===== config.mk =====
export PLATFORM = sky130hd
export DESIGN_NAME = pse_core
export DESIGN_NICKNAME = d
export VERILOG_FILES = /design/src/sv/assert_macros.svh /design/src/sv/pse_pkg.sv /design/src/sv/pse_core.sv
export SDC_FILE = /design/constraint.sdc
export NUM_CORES = 1
export LEC_CHECK = 0
export BUFFER_PORTS_ARGS = -buffer_cell sky130_fd_sc_hd__buf_2
export CORE_ASPECT_RATIO = 1.75
export CORE_MARGIN = 2
export CORE_UTILIZATION = 33
export CTS_CLUSTER_DIAMETER = 200
export DETAILED_ROUTE_END_ITERATION = 12
export PLACE_DENSITY = 0.5
export SETUP_SLACK_MARGIN = 0.3
export SYNTH_ARGS = -nofsm -noshare
export SYNTH_HDL_FRONTEND = slang
export SYNTH_SLANG_ARGS = --single-unit

===== constraint.sdc =====
create_clock -name clk_i -period 5.9 [get_ports clk_i]
set_clock_uncertainty 0.1 [all_clocks]
set_input_delay 1.475 -clock clk_i [delete_from_list [all_inputs] [get_ports clk_i]]
set_output_delay 1.475 -clock clk_i [all_outputs]
set_load 0.02 [all_outputs]

===== src/sv/assert_macros.svh =====
// Assertion macros used by the top level RTL file of the prime sieve engine.
`ifndef ASSERT_MACROS_SVH
`define ASSERT_MACROS_SVH

// Checks a condition at every rising clock edge outside reset.
`define PSE_ASSERT(label, cond, msg) \
  label: assert property (@(posedge clk_i) disable iff (!rst_ni) (cond)) else $error(msg);

// Checks that a condition holds in the cycle after a trigger.
`define PSE_ASSERT_NEXT(label, trig, cond, msg) \
  label: assert property (@(posedge clk_i) disable iff (!rst_ni) (trig) |=> (cond)) \
    else $error(msg);

`endif


===== src/sv/pse_pkg.sv =====
// Types and constants shared by the prime sieve engine modules.
`default_nettype none

package pse_pkg;

  // Width of numbers, limits and counts.
  localparam int unsigned LIM_W = 20;
  // Width of the marking pointer, which may step one prime past the limit.
  localparam int unsigned M_W = LIM_W + 1;
  // Bits per row of the composite bitmap and the shift that selects a row.
  localparam int unsigned ROW_BITS = 32;
  localparam int unsigned ROW_SH = 5;
  // Limit after reset.
  localparam logic [LIM_W-1:0] LIMIT_RESET = LIM_W'(10);

  typedef enum logic [2:0] {
    ST_CLEAR,
    ST_IDLE,
    ST_CHECK,
    ST_MARK_RD,
    ST_MARK_WR,
    ST_EMIT
  } pse_state_e;

  typedef struct packed {
    logic [LIM_W-1:0] number;
    logic             is_prime;
    logic [LIM_W-1:0] prime_count;
    logic             last;
  } pse_res_t;

endpackage

`default_nettype wire


===== src/sv/pse_core.sv =====
// Sieve sequencer: clearing sweep, number check and the marking walk.
`default_nettype none

module pse_core import pse_pkg::*; #(
  parameter int unsigned ROWS = 32768
) (
  input  wire logic                                  clk_i,
  input  wire logic                                  rst_ni,
  input  wire logic [LIM_W-1:0]                      lim_i,
  input  wire logic                                  in_valid_i,
  input  wire logic                                  restart_i,
  output logic                                       in_stall_o,
  output logic                                       res_valid_o,
  input  wire logic                                  res_ready_i,
  output pse_res_t                                   res_o,
  output logic                                       mem_we_o,
  output logic [((ROWS > 1) ? $clog2(ROWS) : 1)-1:0] mem_waddr_o,
  output logic [ROW_BITS-1:0]                        mem_wdata_o,
  output logic                                       mem_re_o,
  output logic [((ROWS > 1) ? $clog2(ROWS) : 1)-1:0] mem_raddr_o,
  input  wire logic [ROW_BITS-1:0]                   mem_rdata_i
);

  localparam int unsigned ADDR_W = (ROWS > 1) ? $clog2(ROWS) : 1;
  localparam logic [ADDR_W-1:0] LAST_ROW = ADDR_W'(ROWS - 1);

  pse_state_e state_q, state_d;

  logic [LIM_W-1:0]  n_q;
  logic [LIM_W-1:0]  cnt_q;
  logic              fin_q;
  logic              prime_q;
  logic [M_W-1:0]    m_q;
  logic [ADDR_W-1:0] clr_q;

  logic              accept;
  logic              n_marked;
  logic              n_is_prime;
  logic [M_W-1:0]    two_n;
  logic [M_W-1:0]    m_sum;
  logic [M_W-1:0]    cand;
  logic              cand_ok;
  logic [ADDR_W-1:0] row_n;
  logic [ADDR_W-1:0] row_m;

  assign accept     = (state_q == ST_IDLE) && in_valid_i;
  assign row_n      = ADDR_W'(n_q >> ROW_SH);
  assign row_m      = ADDR_W'(m_q >> ROW_SH);
  assign n_marked   = mem_rdata_i[n_q[ROW_SH-1:0]];
  assign n_is_prime = (n_q >= LIM_W'(2)) && !n_marked;
  assign two_n      = {n_q, 1'b0};

  // The one shared compare: the first multiple, 2n, during the check,
  // and the next multiple, from the add, during the walk.
  assign m_sum   = m_q + {1'b0, n_q};
  assign cand    = (state_q == ST_CHECK) ? two_n : m_sum;
  assign cand_ok = cand <= {1'b0, lim_i};

  always_comb begin
    state_d = state_q;
    unique case (state_q)
      ST_CLEAR: begin
        if (clr_q == LAST_ROW) begin
          state_d = ST_IDLE;
        end
      end
      ST_IDLE: begin
        if (in_valid_i) begin
          if (restart_i) begin
            state_d = ST_CLEAR;
          end else if (!fin_q && (n_q <= lim_i)) begin
            state_d = ST_CHECK;
          end
        end
      end
      ST_CHECK: begin
        state_d = (n_is_prime && cand_ok) ? ST_MARK_RD : ST_EMIT;
      end
      ST_MARK_RD: begin
        state_d = ST_MARK_WR;
      end
      ST_MARK_WR: begin
        state_d = cand_ok ? ST_MARK_RD : ST_EMIT;
      end
      ST_EMIT: begin
        if (res_ready_i) begin
          state_d = ST_IDLE;
        end
      end
      default: begin
        state_d = ST_CLEAR;
      end
    endcase
  end

  always_comb begin
    in_stall_o  = 1'b1;
    res_valid_o = 1'b0;
    mem_we_o    = 1'b0;
    mem_waddr_o = row_m;
    mem_wdata_o = mem_rdata_i | (ROW_BITS'(1) << m_q[ROW_SH-1:0]);
    mem_re_o    = 1'b0;
    mem_raddr_o = row_m;
    unique case (state_q)
      ST_CLEAR: begin
        mem_we_o    = 1'b1;
        mem_waddr_o = clr_q;
        mem_wdata_o = '0;
      end
      ST_IDLE: begin
        in_stall_o  = 1'b0;
        mem_re_o    = accept;
        mem_raddr_o = row_n;
      end
      ST_CHECK: begin
      end
      ST_MARK_RD: begin
        mem_re_o = 1'b1;
      end
      ST_MARK_WR: begin
        mem_we_o = 1'b1;
      end
      ST_EMIT: begin
        res_valid_o = 1'b1;
      end
      default: begin
      end
    endcase
  end

  always_ff @(posedge clk_i or negedge rst_ni) begin
    if (!rst_ni) begin
      state_q <= ST_CLEAR;
      n_q     <= '0;
      cnt_q   <= '0;
      fin_q   <= 1'b0;
      prime_q <= 1'b0;
      m_q     <= '0;
      clr_q   <= '0;
    end else begin
      state_q <= state_d;
      unique case (state_q)
        ST_CLEAR: begin
          clr_q <= clr_q + ADDR_W'(1);
        end
        ST_IDLE: begin
          if (accept) begin
            if (restart_i) begin
              n_q   <= '0;
              cnt_q <= '0;
              fin_q <= 1'b0;
              clr_q <= '0;
            end else if (n_q > lim_i) begin
              fin_q <= 1'b1;
            end
          end
        end
        ST_CHECK: begin
          prime_q <= n_is_prime;
          m_q     <= two_n;
          if (n_is_prime) begin
            cnt_q <= cnt_q + LIM_W'(1);
          end
        end
        ST_MARK_RD: begin
        end
        ST_MARK_WR: begin
          m_q <= m_sum;
        end
        ST_EMIT: begin
          if (res_ready_i) begin
            if (n_q == lim_i) begin
              fin_q <= 1'b1;
            end else begin
              n_q <= n_q + LIM_W'(1);
            end
          end
        end
        default: begin
        end
      endcase
    end
  end

  assign res_o.number      = n_q;
  assign res_o.is_prime    = prime_q;
  assign res_o.prime_count = cnt_q;
  assign res_o.last        = (n_q == lim_i);

endmodule

`default_nettype wire

* Yosys cells after proc, flatten, opt, wreduce, memory -nomap -nowiden *
Cells that the tools add are included.

cells by class
  $add $sub $neg = 4
  order comparisons = 5
  equality and inequality tests = 17
  shift-type cells = 1
  muxes and demuxes = 35
  bitwise gates (word level) = 1
  reductions and logical operators = 17

operators by type and width
  operator                 count
  $mux W20                 5
  $pmux W20 S2             2
  $mux W15                 4
  $pmux W21 S2             1
  $add A20 B1 Y20 const B  2
  $mux W32                 1
  $or A32 B32 Y32          1
  $shl A1 B5 Y32 const A   1
  $pmux W15 S2             1
  $add A21 B20 Y21         1
  $le A21 B20 Y1           1
  $mux W21                 1
  $mux W3                  7
  $eq A20 B20 Y1           1
  $ge A20 B2 Y1 const B    1
  $gt A20 B20 Y1           1
  $le A20 B20 Y1           1
  $pmux W3 S6              1
  $ne A2 B2 Y1 const B     8
  $add A15 B1 Y15 const B  1
  $eq A15 B15 Y1 const B   1
  $reduce_and A5 Y1        2
  $mux W1                  9
  $reduce_and A4 Y1        2
  13 further kinds         24

word-level totals
  bits in registers = 81
  output and inout bits = 108
  logic and storage cells = 87

* Depth between registers and ports, before layout *
Gate-level depths: netlist of run 1.

  word-level depth = 7
  mapped depth = 20

* Worst setup path before layout of run 1 *
No wires, ideal clock.

  kind = reg2reg
  from = register n_q[1]
  to = register state_q[2]
  setup time = 122 ps
  arrival = 4736 ps
  path slack = 943 ps
  stages on the path, launching flop included = 21
  path buffers = 1
  period minus slack after synthesis = 4957 ps
  cells stage by stage = dfrtp_1 > buf_1 > inv_1 > fa_1 > nor2b_1 > o31a_1 > o2111a_1 > o21ai_0 > a21oi_1 > nor2_1 > or4b_2 > nand3_1 > ha_1 > a21oi_1 > o21ai_0 > a2111oi_0 > o21ai_0 > o31a_1 > a211oi_1 > o211ai_1 > a32o_1

on the way
  longest elaborated chain between the ends = 7

RTL lines
  what                                                                      RTL line         RTL
  start: declaration                                                        pse_core.sv:29   logic [LIM_W-1:0] n_q;
  start signal: assignment                                                  pse_core.sv:175  n_q <= n_q + LIM_W'(1);
  parallel branches: the longest is 7 deep, another holds $add A21 B20 Y21  n/a
  end signal: assignment                                                    pse_core.sv:141  state_q <= state_d;
  end: declaration                                                          pse_core.sv:27   pse_state_e state_q, state_d;

Parallel ways; which one is timed is not known. The select of a mux whose other input is x is not followed.
A chain may end at the register's enable or synchronous reset.

* Worst setup path after layout of run 1 *
  from = register m_q[0]
  to = register state_q[2]

on the way
  longest elaborated chain between the ends = 6

RTL lines
  what                      RTL line         RTL
  start: declaration        pse_core.sv:33   logic [M_W-1:0] m_q;
  start signal: assignment  pse_core.sv:160  m_q <= two_n;
  start signal: assignment  pse_core.sv:168  m_q <= m_sum;
  $add A21 B20 Y21 (*)      pse_core.sv:55   assign m_sum = m_q + {1'b0, n_q};
  $mux W21 (*)              pse_core.sv:56   assign cand = (state_q == ST_CHECK) ? two_n : m_sum;
  $le A21 B20 Y1 (*)        pse_core.sv:57   assign cand_ok = cand <= {1'b0, lim_i};
  $logic_and A1 B1 Y1       pse_core.sv:77   state_d = (n_is_prime && cand_ok) ? ST_MARK_RD : ST_EMIT;
  $mux W3                   pse_core.sv:77
  $pmux W3 S6 (*)           pse_core.sv:61   unique case (state_q)

Every way passes the cells marked *; elsewhere a longest branch is shown, timed or not.

==> results of run 1 <==
-- sequential cells by signal, indices dropped and copies added (netlist names) --
register	count
fin_q	1
clr_q	15
cnt_q	20
m_q	21
n_q	20
prime_q	1
state_q	3
-- worst reg2reg max path, delay by kind of cell (launching register included) --
kind            cells  cell delay (ns)
fa+ha+maj           3             0.85
buf+inv             1             0.06
simple gates        4             0.99
flops               1             0.43
compound gates     12             2.64
-- metal layers --
metal / GRT usage (%) / part of all wire (%) / vias to the layer above
met5: 0 / 0 / -
met4: 10.8 / 4.7 / 0
met3: 2.86 / 4.1 / 46
met2: 42.2 / 53 / 187
met1: 24.4 / 38 / 3348
li1: - / - / 3516
-- cell usage after synthesis, drive strengths merged (4+ instances only) --
library cell    n  area, µm²
clkbuf         38        143
nand4          15       93.8
xor2           10       87.6
a22oi          10       75.1
or3            16        100
a21oi          80        404
nor2b          10       62.6
nand2         106        398
a221o           5       50.1
nor3           18       95.1
and3           10       62.6
xnor2          31        272
nor3b           4       30.0
o21a           11       82.6
nor4            7       43.8
a211oi          8       60.1
dfrtp          81       2030
nand3          27        135
mux2           31        353
a21o           18        135
o21ai          53        265
inv            49        184
nand2b          8       50.1
and2            6       37.5
mux4            6        135
ha             63        788
o31ai           4       30.0
nor2          104        390
o211ai          9       67.6
buf            10       57.6
-- cells by family (layout without fill, tap and decap cells) --
family	count (synthesis)	count (layout)	share of synthesized area, %
simple gates	342	342	22.2
fa+ha+maj	64	64	11.3
xor+xnor	41	41	5.01
buf+inv	97	248	5.36
compound gates	233	233	20.6
mux	40	40	7.23
flops	81	81	28.3
-- power by group --
| part | internal [µW] | switching [µW] | leakage [µW] | total [µW] |
|---|---|---|---|---|
| registers | 682 | 210 | 0.00110 | 891 |
| logic | 783 | 1350 | 0.00310 | 2130 |
| clock network | 302 | 266 | 0.000140 | 568 |
-- stage by stage --
stage	cells	hold WS [ns]	setup slack, ns	utilization (%)	area (µm²)
floorplan	898	0.348	0.943	-	7160
global placement	1325	0.365	0.783	38.8	8310
detailed placement	1325	0.387	0.672	38.8	8310
CTS	1341	0.403	0.623	40.2	8600
global route	1341	0.455	0.354	40.2	8610
finish	1341	0.407	0.725	40.2	8610
-- area by class of cell --
cell class	instances	area (µm²)
Fill cell	2240	12800
Multi-Input combinational cell	720	4780
Sequential cell	81	2030
Timing Repair Buffer	183	966
Tap cell	292	365
Clock buffer	10	239
Inverter	49	184
Clock inverter	6	47.5
-- path summary, 6_finish.rpt --
kind,from,depth (start not counted),to
worst max-delay path,m_q[0],20,state_q[2]
worst min register to register,prime_q,2,prime_q
worst max register to register,m_q[0],20,state_q[2]
worst min-delay path,prime_q,2,prime_q
max in group asynchronous,rst_ni,2,m_q[6]
min in group asynchronous,rst_ni,1,clr_q[4]
==> flow_metrics.env, run 1 <==
export IMPL_htreeDepth=3
export IMPL_max_vdd_ir_drop_mv=0.165
export IMPL_hold_path_class="register to register"
export IMPL_rsz0062_at_grt="no"
export IMPL_netlist_instances=898
export IMPL_final_layout_size_suffix_gt1_share_pct=24.0
export IMPL_core_area_um2=21400
export IMPL_die_w_um=115
export IMPL_yosysWarningCount=0
export IMPL_cts_sinks=81
export IMPL_setup_viol=0
export IMPL_cts_buffers=9
export IMPL_drc_errors=0
export IMPL_drtAntennaViolNets=0
export IMPL_worstPathArrival_ns=5.31
export IMPL_routed_wl_um=25900
export IMPL_layout_nets=1165
export IMPL_grt_max_degree=56
export IMPL_clk_pin_slew_worst_paths_ns=0.07
export IMPL_grt_antenna_before_repair=0
export IMPL_fmax_mhz=193
export IMPL_syn_nets=1019
export IMPL_port_buffers=164
export IMPL_dp_hpwl_um=19900
export IMPL_worstSetupPathType="register to register"
export IMPL_fp_dieH_um=199
export IMPL_p_total_uw=3590
export IMPL_dieArea_um2=22900
export IMPL_critPathMaxStageDelay_ns=0.61
export IMPL_clk_insertion_delay_late_ns=0.35
export IMPL_path_max_fanout=6
export IMPL_gr_total_overflow=0
export IMPL_cp_start_kind="register"
export IMPL_wl_per_cell_um=19.3
export IMPL_syn_area_um2=7160
export IMPL_ys_types=69
export IMPL_final_common_cell="buf_2"
export IMPL_reg2reg_slack_ns=0.73
export IMPL_synth_avg_cell_area_um2=7.97
export IMPL_diodes=0
export IMPL_num_io_pins=165
export IMPL_synth_seq_cells=81
export IMPL_grt_pass1_wl_um=39400
export IMPL_worstMarginPinSlew_ns=0.945
export IMPL_vias=7097
export IMPL_p_leak_uw=0.00434
export IMPL_cts_tree="built"
export IMPL_period_needed_ns=5.17
export IMPL_tns_ns=0
export IMPL_slew_headroom_pct=37.0
export IMPL_ys_seq_area_share_pct=28.3
export IMPL_finalHoldViolCount=0
export IMPL_ctsRootBufferMaster="clkbuf_16"
export IMPL_final_period_utilization_pct=87.7
export IMPL_cp_data_required_time_ns=6.04
export IMPL_crit_family="compound AO/OA/AOI/OAI gates"
export IMPL_maxCapViolations=0
export IMPL_async_flop_share_pct=100
export IMPL_drt_first_pass_iters=5
export IMPL_place_congestion=0.870
export IMPL_grt_pass1_vias=7042
export IMPL_status="finished clean"
export IMPL_crit_path_cell_trace="ha_1, inv_1, fa_1, nor2b_1, o31a_1, o2111a_1, o21ai_0, a21oi_1, nor2_1, or4b_2, nand3_1, ha_1, a21oi_1, o21ai_0, a2111oi_0, o21ai_0, o31a_1, a211oi_2, o211ai_1, a32o_1"
export IMPL_synth_top_flop_cell="dfrtp_1"
export IMPL_end_kind="register"
export IMPL_dr_first_iter_drc_count=361
export IMPL_area_growth_pct=20.2
export IMPL_worst_path_most_repeated_cell="o21ai_0"
export IMPL_placementRows=71
export IMPL_synth_edf_count=0
export IMPL_grt_total_usage_pct=22.5
export IMPL_crit_buf_inv=1
export IMPL_routed_via_density=5.29
export IMPL_p_per_area_nw_per_um2=417
export IMPL_holdBufCountCts=0
export IMPL_post_cts_resize_count=0
export IMPL_initial_utilization_pct=33.4
export IMPL_slowest_stage="or4b_2"
export IMPL_clock_path_buffers=2
export IMPL_cts_setup_buffers=0
export IMPL_finalMaxSlewViolations=0
export IMPL_layout_common_cells="buf_2 (163), nand2_1 (106), nor2_1 (103)"
No activity file was read; power rests on OpenSTA's default activity.
==> inputs of run 2 (changes only) <==
--- a/config.mk
+++ b/config.mk
@@ -5,13 +5,13 @@
 export SDC_FILE = /design/constraint.sdc
 export NUM_CORES = 1
 export LEC_CHECK = 0
+export ABC_AREA = 0
 export BUFFER_PORTS_ARGS = -buffer_cell sky130_fd_sc_hd__buf_2
 export CORE_ASPECT_RATIO = 1.75
 export CORE_MARGIN = 2
 export CORE_UTILIZATION = 33
 export CTS_CLUSTER_DIAMETER = 200
 export DETAILED_ROUTE_END_ITERATION = 12
-export PLACE_DENSITY = 0.5
 export SETUP_SLACK_MARGIN = 0.3
 export SYNTH_ARGS = -nofsm -noshare
 export SYNTH_HDL_FRONTEND = slang
==> flow_metrics.env, run 2 (synthesis results as in run 1) <==
export IMPL_drc_errors=0
export IMPL_clock_path_buffers=2
export IMPL_dieArea_um2=22900
export IMPL_regMostFlops="m_q"
export IMPL_grt_pass1_vias=7107
export IMPL_pwr_share_comb_pct=59.7
export IMPL_worstMarginPinSlew_ns=1.13
export IMPL_r2r_start="m_q[0]"
export IMPL_ctsRootBufferMaster="clkbuf_16"
export IMPL_gr_total_overflow=0
export IMPL_reg2reg_depth=18
export IMPL_final_layout_size_suffix_gt1_share_pct=23.6
export IMPL_die_w_um=115
export IMPL_status="finished clean"
export IMPL_final_common_cell="buf_2"
export IMPL_holdBufCountCts=0
export IMPL_diodes=0
export IMPL_largestRegisters="m_q (21), cnt_q (20), n_q (20)"
export IMPL_fp_dieH_um=199
export IMPL_period_needed_ns=5.16
export IMPL_initial_utilization_pct=33.4
export IMPL_rsz0062_at_grt="no"
export IMPL_drt_first_pass_iters=5
export IMPL_cts_tree="built"
export IMPL_path_max_fanout=6
export IMPL_sw_frac_of_total_pct=51.1
export IMPL_cp_start_kind="register"
export IMPL_core_area_um2=21400
export IMPL_reg2reg_slack_ns=0.74
export IMPL_seqCellArea_um2=2030
export IMPL_hold_path_class="register to register"
export IMPL_grt_antenna_before_repair=0
export IMPL_clkPwrFrac_pct=15.2
export IMPL_grt_total_usage_pct=21.7
export IMPL_r2r_end="state_q[2]"
export IMPL_worstPathArrival_ns=5.30
export IMPL_max_vdd_ir_drop_mv=0.164
export IMPL_largest_register_ffs=21
export IMPL_port_buffers=164
export IMPL_fmax_mhz=194
export IMPL_final_period_utilization_pct=87.5
export IMPL_num_io_pins=165
export IMPL_vias=7291
export IMPL_clk_pin_slew_worst_paths_ns=0.07
export IMPL_slew_headroom_pct=24.7
export IMPL_endpoint="state_q[2]"
export IMPL_htreeDepth=3
export IMPL_end_kind="register"
export IMPL_multi_input_area_um2=4780
export IMPL_routed_wl_um=25000
export IMPL_crit_start="m_q[0]"
export IMPL_grt_max_degree=80
export IMPL_clk_insertion_delay_late_ns=0.34
export IMPL_finalHoldViolCount=0
export IMPL_setup_viol=0
export IMPL_routed_via_density=5.46
export IMPL_dp_hpwl_um=18900
export IMPL_area_growth_pct=19.6
export IMPL_wl_per_cell_um=18.7
export IMPL_worstSetupPathType="register to register"
export IMPL_grt_pass1_wl_um=38500
export IMPL_intPower_uw=1740
export IMPL_layout_nets=1160
export IMPL_layout_common_cells="buf_2 (163), nand2_1 (106), nor2_1 (103)"
export IMPL_place_congestion=0.878
export IMPL_p_per_area_nw_per_um2=416
export IMPL_nFillCells=2259
export IMPL_seqPwrFrac_pct=25.2
export IMPL_tns_ns=0
export IMPL_post_place_cells=1320
export IMPL_cts_buffers=9
export IMPL_dr_first_iter_drc_count=410
export IMPL_drtAntennaViolNets=0
export IMPL_finalMaxSlewViolations=0
export IMPL_cts_sinks=81
export IMPL_placementRows=71
export IMPL_stdcell_count=1336
export IMPL_cp_data_required_time_ns=6.03
export IMPL_maxCapViolations=0
export IMPL_power_switching_uw=1820
export IMPL_p_leak_uw=0.00430
==> run 2: cell type report <==
class | instances | share of cell area (%)
clock buffer | 9 | 2.63
tap | 292 | 4.27
inverter | 49 | 2.15
timing repair buffer | 178 | 10.8
sequential | 81 | 23.7
multi-input combinational | 720 | 55.8
clock inverter | 7 | 0.643
==> run 2: worst min path at each step <==
stage | start | slack (ns) | cells after the start | to
6_report | prime_q | 0.37 | 2 | prime_q
5_1_grt | prime_q | 0.41 | 2 | prime_q
4_1_cts | prime_q | 0.39 | 2 | prime_q
3_5_place_dp | prime_q | 0.37 | 2 | prime_q
3_3_place_gp | prime_q | 0.36 | 2 | prime_q
2_1_floorplan | prime_q | 0.35 | 2 | prime_q
==> run 2: per-layer routing <==
layer | vias up | part of all wire [%] | global-route usage (%)
li1 | 3495 | - | -
met1 | 3495 | 38 | 24.2
met2 | 247 | 53 | 40.8
met3 | 54 | 3.9 | 1.55
met4 | 0 | 4.2 | 10.4
met5 | - | 0 | 0
==> run 2: power by group through the flow <==
stage | Clock [µW] | Combinational, µW | Sequential (µW)
finish | 541 | 2130 | 898
CTS | 551 | 2130 | 899
floorplan | 0 | 1450 | 859
global route | 573 | 2320 | 918
detailed placement | 0 | 2120 | 911
global placement | 0 | 2100 | 908
==> run 2: critical path, stage by stage, from the launching register on <==
cell and delay, ns:
dfrtp_1 0.42, ha_1 0.22, inv_1 0.06, fa_1 0.39, nor2b_1 0.16, o31a_1 0.23, o2111a_1 0.21, o21ai_0 0.16
a211oi_2 0.41, o211a_1 0.27, nor3_1 0.06, o31ai_1 0.45, ha_1 0.36, a2111oi_1 0.31, o21ai_0 0.15, o31a_1 0.33
a211oi_1 0.31, o211ai_1 0.18, a32o_1 0.27
==> run 2: through the flow <==
stage / setup slack, ns / total power [µW] / util, % / hold WS, ns / area [µm²]
6_report: 0.736 / 3570 / 40.0 / 0.375 / 8570
3_3_place_gp: 0.790 / 3010 / 38.7 / 0.364 / 8280
4_1_cts: 0.600 / 3580 / 40.0 / 0.387 / 8560
5_1_grt: 0.360 / 3810 / 40.0 / 0.415 / 8570
3_5_place_dp: 0.642 / 3030 / 38.7 / 0.372 / 8280
2_1_floorplan: 0.943 / 2310 / - / 0.348 / 7160
==> run 2: timing repair <==
action / CTS / global route
setup endpoints to repair: 0 / 2
endpoints found under the hold margin: 0 / 0
resized for setup: 0 / 2
setup buffers: 0 / 0
